<file path="src/sv/onsel_pkg.sv">
package onsel_pkg;

  typedef enum logic [1:0] {
    S_IDLE,
    S_DRAIN,
    S_DECIDE,
    S_EMIT
  } onsel_state_t;

  localparam int unsigned NUM_OCTANTS  = 8;
  localparam int unsigned MIN_OCCUPIED = 6;

  localparam logic [1:0] STATUS_OK     = 2'd0;
  localparam logic [1:0] STATUS_SPARSE = 2'd1;
  localparam logic [1:0] STATUS_FEW    = 2'd2;

  localparam logic CFG_WANTED = 1'b0;
  localparam logic CFG_SKIP   = 1'b1;

  localparam logic [5:0] WANTED_RESET = 6'd16;

endpackage

</file>
<file path="src/sv/onsel_cell.sv">
module onsel_cell import onsel_pkg::*; #(
  parameter int IDX_W = 8
) (
  input  logic             clk,
  input  logic             rst_n,
  input  logic             ins_en,
  input  logic             shift_en,
  input  logic [31:0]      new_dist,
  input  logic [2:0]       new_oct,
  input  logic [IDX_W-1:0] new_idx,
  input  logic             left_gt,
  input  logic             left_valid,
  input  logic [31:0]      left_dist,
  input  logic [2:0]       left_oct,
  input  logic [IDX_W-1:0] left_idx,
  input  logic             right_valid,
  input  logic [31:0]      right_dist,
  input  logic [2:0]       right_oct,
  input  logic [IDX_W-1:0] right_idx,
  output logic             gt,
  output logic             valid,
  output logic [31:0]      distance,
  output logic [2:0]       oct,
  output logic [IDX_W-1:0] idx
);

  logic             valid_r;
  logic [31:0]      dist_r;
  logic [2:0]       oct_r;
  logic [IDX_W-1:0] idx_r;

  // An empty cell counts as farther than any point, so the free tail fills in order.
  assign gt = !valid_r || (dist_r > new_dist);

  always_ff @(posedge clk) begin
    if (!rst_n) begin
      valid_r <= 1'b0;
    end else if (shift_en) begin
      valid_r <= right_valid;
    end else if (ins_en && gt) begin
      valid_r <= left_gt ? left_valid : 1'b1;
    end
  end

  always_ff @(posedge clk) begin
    if (shift_en) begin
      dist_r <= right_dist;
      oct_r  <= right_oct;
      idx_r  <= right_idx;
    end else if (ins_en && gt) begin
      if (left_gt) begin
        dist_r <= left_dist;
        oct_r  <= left_oct;
        idx_r  <= left_idx;
      end else begin
        dist_r <= new_dist;
        oct_r  <= new_oct;
        idx_r  <= new_idx;
      end
    end
  end

  assign valid    = valid_r;
  assign distance = dist_r;
  assign oct      = oct_r;
  assign idx      = idx_r;

endmodule

</file>
<file path="config.mk">
export PLATFORM = sky130hd
export DESIGN_NAME = onsel_cell
export DESIGN_NICKNAME = d
export VERILOG_FILES = /design/src/sv/onsel_pkg.sv /design/src/sv/onsel_cell.sv
export SDC_FILE = /design/constraint.sdc
export NUM_CORES = 1
export LEC_CHECK = 0
export ABC_AREA = 0
export BUFFER_PORTS_ARGS = -buffer_cell sky130_fd_sc_hd__buf_2
export CAP_MARGIN = 20
export CELL_PAD_IN_SITES_DETAIL_PLACEMENT = 1
export CELL_PAD_IN_SITES_GLOBAL_PLACEMENT = 1
export CORE_ASPECT_RATIO = 0.7
export CORE_MARGIN = 2
export CORE_UTILIZATION = 34
export CTS_CLUSTER_DIAMETER = 50
export DETAILED_ROUTE_END_ITERATION = 6
export PLACE_DENSITY_LB_ADDON = 0.05
export SYNTH_ARGS = -nofsm -noshare
export SYNTH_HDL_FRONTEND = slang
export SYNTH_SLANG_ARGS = --single-unit
</file>
<file path="constraint.sdc">
create_clock -name clk -period 5.9 [get_ports clk]
set_input_delay 0.295 -clock clk [delete_from_list [all_inputs] [get_ports clk]]
set_output_delay 0.295 -clock clk [all_outputs]
set_load 0.1 [all_outputs]
</file>
=== Word level (Yosys, flattened, before mapping) ===
Index checks and enable logic that the tools add are counted.

* Flip-flop bits (word level): 44
* Input bits: 136
* Output and inout port bits: 45
* Word-level logic and storage cells: 21

* Magnitude comparators: 1
* Mux-type cells: 12
* Reductions and logical operators: 4

{| class="wikitable"
|+ Operators by type and width
! operator !! number
|-
| 32-bit 2-to-1 mux || 3
|-
| 32-bit greater-than comparator || 1
|-
| 8-bit 2-to-1 mux || 3
|-
| 3-bit 2-to-1 mux || 3
|-
| 1-bit 2-to-1 mux || 3
|-
| 2-bit nonzero test || 1
|-
| 1-bit logical AND || 1
|-
| 1-bit logical NOT || 1
|-
| 1-bit logical OR || 1
|}

=== Logic depth before layout (Yosys ltp) ===
* Depth in word-level cells: 5
* Depth in mapped cells: 8
* Mapped depth without buffers: 8

=== Worst setup path before layout ===
Ideal clock, no wire load.

* Path kind: reg-to-reg
* From: reg dist_r[14] (netlist: distance[14])
* To: reg dist_r[0] (netlist: distance[0]), enable pin
* Library setup time: 0.399 ns
* Data arrival time: 4.076 ns
* Data required time: 5.501 ns
* Slack: 1.425 ns
* Cell stages (with the launch flop): 8
* Buffers on the path: 0
* Clock period less this slack: 4.475 ns
* Path through: edfxtp_1 ha_1 nand4_1 nor4_2 a21boi_2 o31ai_2 a41oi_2 a21o_1

* Word-level cells in the longest chain between the ends: 4

{| class="wikitable"
|+ Ends and longest elaborated chain
! element !! RTL line !! RTL
|-
| from (decl) || onsel_cell.sv:28 || <nowiki>logic [31:0] dist_r;</nowiki>
|-
| from (signal assigned) || onsel_cell.sv:47 || <nowiki>dist_r <= right_dist;</nowiki>
|-
| from (signal assigned) || onsel_cell.sv:52 || <nowiki>dist_r <= left_dist;</nowiki>
|-
| from (signal assigned) || onsel_cell.sv:56 || <nowiki>dist_r <= new_dist;</nowiki>
|-
| 32-bit greater-than comparator || onsel_cell.sv:33 || <nowiki>assign gt = !valid_r || (dist_r > new_dist);</nowiki>
|-
| 1-bit logical OR || onsel_cell.sv:33 ||
|-
| named net gt || onsel_cell.sv:20 || <nowiki>output logic gt,</nowiki>
|-
| 1-bit logical AND || onsel_cell.sv:50 || <nowiki>end else if (ins_en && gt) begin</nowiki>
|-
| 2-bit nonzero test (no line) || - ||
|}

The timed path passes the listed nets, and every way through them passes these cells.
A chain may end at the register's enable or synchronous reset.

=== Worst setup path after layout ===
* From: reg dist_r[14] (netlist: distance[14])
* To: reg dist_r[25] (netlist: distance[25]), enable pin

* Word-level cells in the longest chain between the ends: 4

{| class="wikitable"
|+ Ends and longest elaborated chain
! element !! RTL line
|-
| 32-bit greater-than comparator || onsel_cell.sv:33
|-
| 1-bit logical OR || onsel_cell.sv:33
|-
| 1-bit logical AND || onsel_cell.sv:50
|-
| 2-bit nonzero test (no line) || -
|}

Every way passes these cells.

==> results.yml <==
outcome:
  status: "complete, no violations"
place:
  place_hpwl_mm: 7.37
  portBuffers: 180
  place_ws_ns: 2.76
  globalplace.congestion: 0.758
detailed_routing:
  drc: 0
  vias: 2889
  ant_nets: 0
  post_drt_via_cell_ratio: 4.79
  wire_per_inst_microns: 15.2
  wirelength_mm: 9.17
  drt_iter0_drc: 103
  first_pass_iters: 4
timing:
  tns_ns: 0
  fin_crit_ns: 3.10
  hold_ws_ns: 0.270
  setup_violations: 0
  relSlewSlack: 0.319
  rsz0062_at_grt: "no"
  worstMarginPinSlew_ns: 1.02
  setup_ws_ns: 2.80
  max_freq_ghz: 0.323
  hold_viol: 0
  final_max_slew_viol_count: 0
  finClkSkew_ns: 0.00615
  fin_crit_sh: 0.525
floorplan:
  coreArea_sq_um: 8620
  ios: 181
  die_x_microns: 118
  die-area_sq_um: 9820
  initial_utilization: 0.356
  die_h_microns: 83.5
  rows: 28
critical_path:
  slowest_stage: "a21o_2"
  path_max_fanout: 43
  cp-start-kind: "flip-flop"
  critPathCaptureType: "flip-flop"
  worst-setup-path-type: "flip-flop to flip-flop"
  crit_required_ns: 5.81
  crit_chain: "ha_1 > nand4_1 > nor4_2 > a21boi_2 > o31ai_2 > a41oi_2 > a21o_2"
  cp_num_cells: 7
  worstPathArrival_ns: 3.01
  r2r_cells: 7
  crit_family: "compound AO/OA/AOI/OAI gates"
  worst_path_largest_cell_delay_ns: 0.83
  path_buf_inv: 0
yosys:
  synthFlopType: "edfxtp_1"
  ys_seq_area_frac: 0.427
  synth_area_per_cell_sq_um: 9.97
  synth_area_leader_cell: "edfxtp_1"
  synth_cell_type_count: 30
  yosysWarnings: 0
  yosys.area.top_type_share: 0.421
  synthTopCellsByArea: "edfxtp_1 (42%), mux2i_1 (14%), ha_1 (13%)"
  synth_cells: 308
  synthArstFlopShare: 0
  synth_seq_cells: 44
  syn-cell-area_sq_um: 3070
  synth-edff-count: 43
  synth_nets: 476
  synthTopCellsByCount: "nand2_1 (49), o21ai_0 (49), edfxtp_1 (43), mux2i_1 (43), inv_1 (35)"
power:
  power.density_nw_per_um2: 280
  p_total_mw: 1.19
  p_leak_nw: 2.19
  peakVddDrop_mv: 0.117
finish:
  syn2layout_area_growth_pct: 38.2
  antennaDiodeCount: 0
  utilization: 0.492
  final_nets: 650
  layout-drive-gt1-share: 0.410
clock_tree:
  clock-sinks: 44
  cts_root_buffer: "clkbuf_16"
  cts_setup_buffers: 0
  insertion_delay_ns: 0.29
  cts_made_buffers: 5
  cts_tree: "built"
  clkTransAtPathRegs_ns: 0.06
  post_cts_resize_count: 0
  h-tree-depth: 2
  ctsLongestPathBuffers: 2
  postCtsHoldBufs: 0
global_routing:
  track_usage: 0.183
  grt_overflow: 0
  grt_max_degree: 89
  grt_pass1_vias: 2952
  antenna_found_initial: 0
  grt_pass1_wl_mm: 14.3
job:
  max-cap-violations: 0
min_path:
  min_delay_path_depth: 3
  hold_class: "primary input to flip-flop"
[cell usage in the layout (no fill, tap or decap), types with 2 or more instances in the layout]
cell type and count:
buf_4 2, and4_1 2, nand2_1 49, mux2i_1 43
inv_1 35, a21oi_1 7, clkbuf_16 5, ha_1 32
buf_2 180, o22ai_1 2, edfxtp_1 43, o21ai_0 49
a21o_1 2, nand3_1 3, a211oi_1 3, nor2_1 2
nand4_1 6
[cell families (layout without fill, tap and decap cells)]
logic type | Yosys count | after routing | share of synthesized area
buf+inv | 50 | 225 | 0.0628
compound gates | 72 | 72 | 0.137
flops | 44 | 44 | 0.427
mux | 43 | 43 | 0.140
fa+ha+maj | 32 | 32 | 0.130
simple gates | 67 | 67 | 0.103
[worst paths after layout]
path / from / endpoint / slack (ns)
setup / recovery: distance[14]$_DFFE_PP_ / distance[25]$_DFFE_PP_ / 2.80
hold reg to reg: valid$_SDFFE_PN0P_ / valid$_SDFFE_PN0P_ / 0.66
hold / removal: rst_n / valid$_SDFFE_PN0P_ / 0.27
setup reg to reg: distance[14]$_DFFE_PP_ / distance[25]$_DFFE_PP_ / 2.80
[through the flow]
stage               instance area, sq um  std cells
floorplan                           3070        308
global placement                    4080        595
detailed placement                  4080        595
CTS                                 4240        603
global route                        4240        603
finish                              4240        603
[worst reg2reg max path, delay by kind of cell, from the launching register on]
family                   cells  cell delay [ns]
AND/OR/NAND/NOR              2             0.55
flip-flops                   1             0.39
AO/OA/AOI/OAI                4             1.39
adder cells (fa/ha/maj)      1             0.35
[power by group]
| group | total [mW] | switching [mW] | leakage (nW) | internal (mW) |
|---|---|---|---|---|
| clock | 0.315 | 0.116 | 0.0798 | 0.199 |
| combinational | 0.471 | 0.361 | 1.66 | 0.110 |
| sequential | 0.402 | 0.0159 | 0.450 | 0.386 |
[layout make-up]
cell class	instances	area [sq um]
fill	1083	4370
inverter	35	131
sequential	44	1310
multi-input combinational	214	1570
timing repair buffer	182	916
clock inverter	3	42.5
clock buffer	5	125
tap	120	150
[per-layer routing]
layer / track usage / part of all wire
met5: 0 / 0
met4: 0.0394 / 0.0085
met3: 0.0690 / 0.086
met2: 0.309 / 0.46
met1: 0.223 / 0.44
[registers in the layout (all words and copies together) (netlist names)]
signal,count
distance,32
idx,8
oct,3
valid,1
No activity file was read; power rests on OpenSTA's default activity.
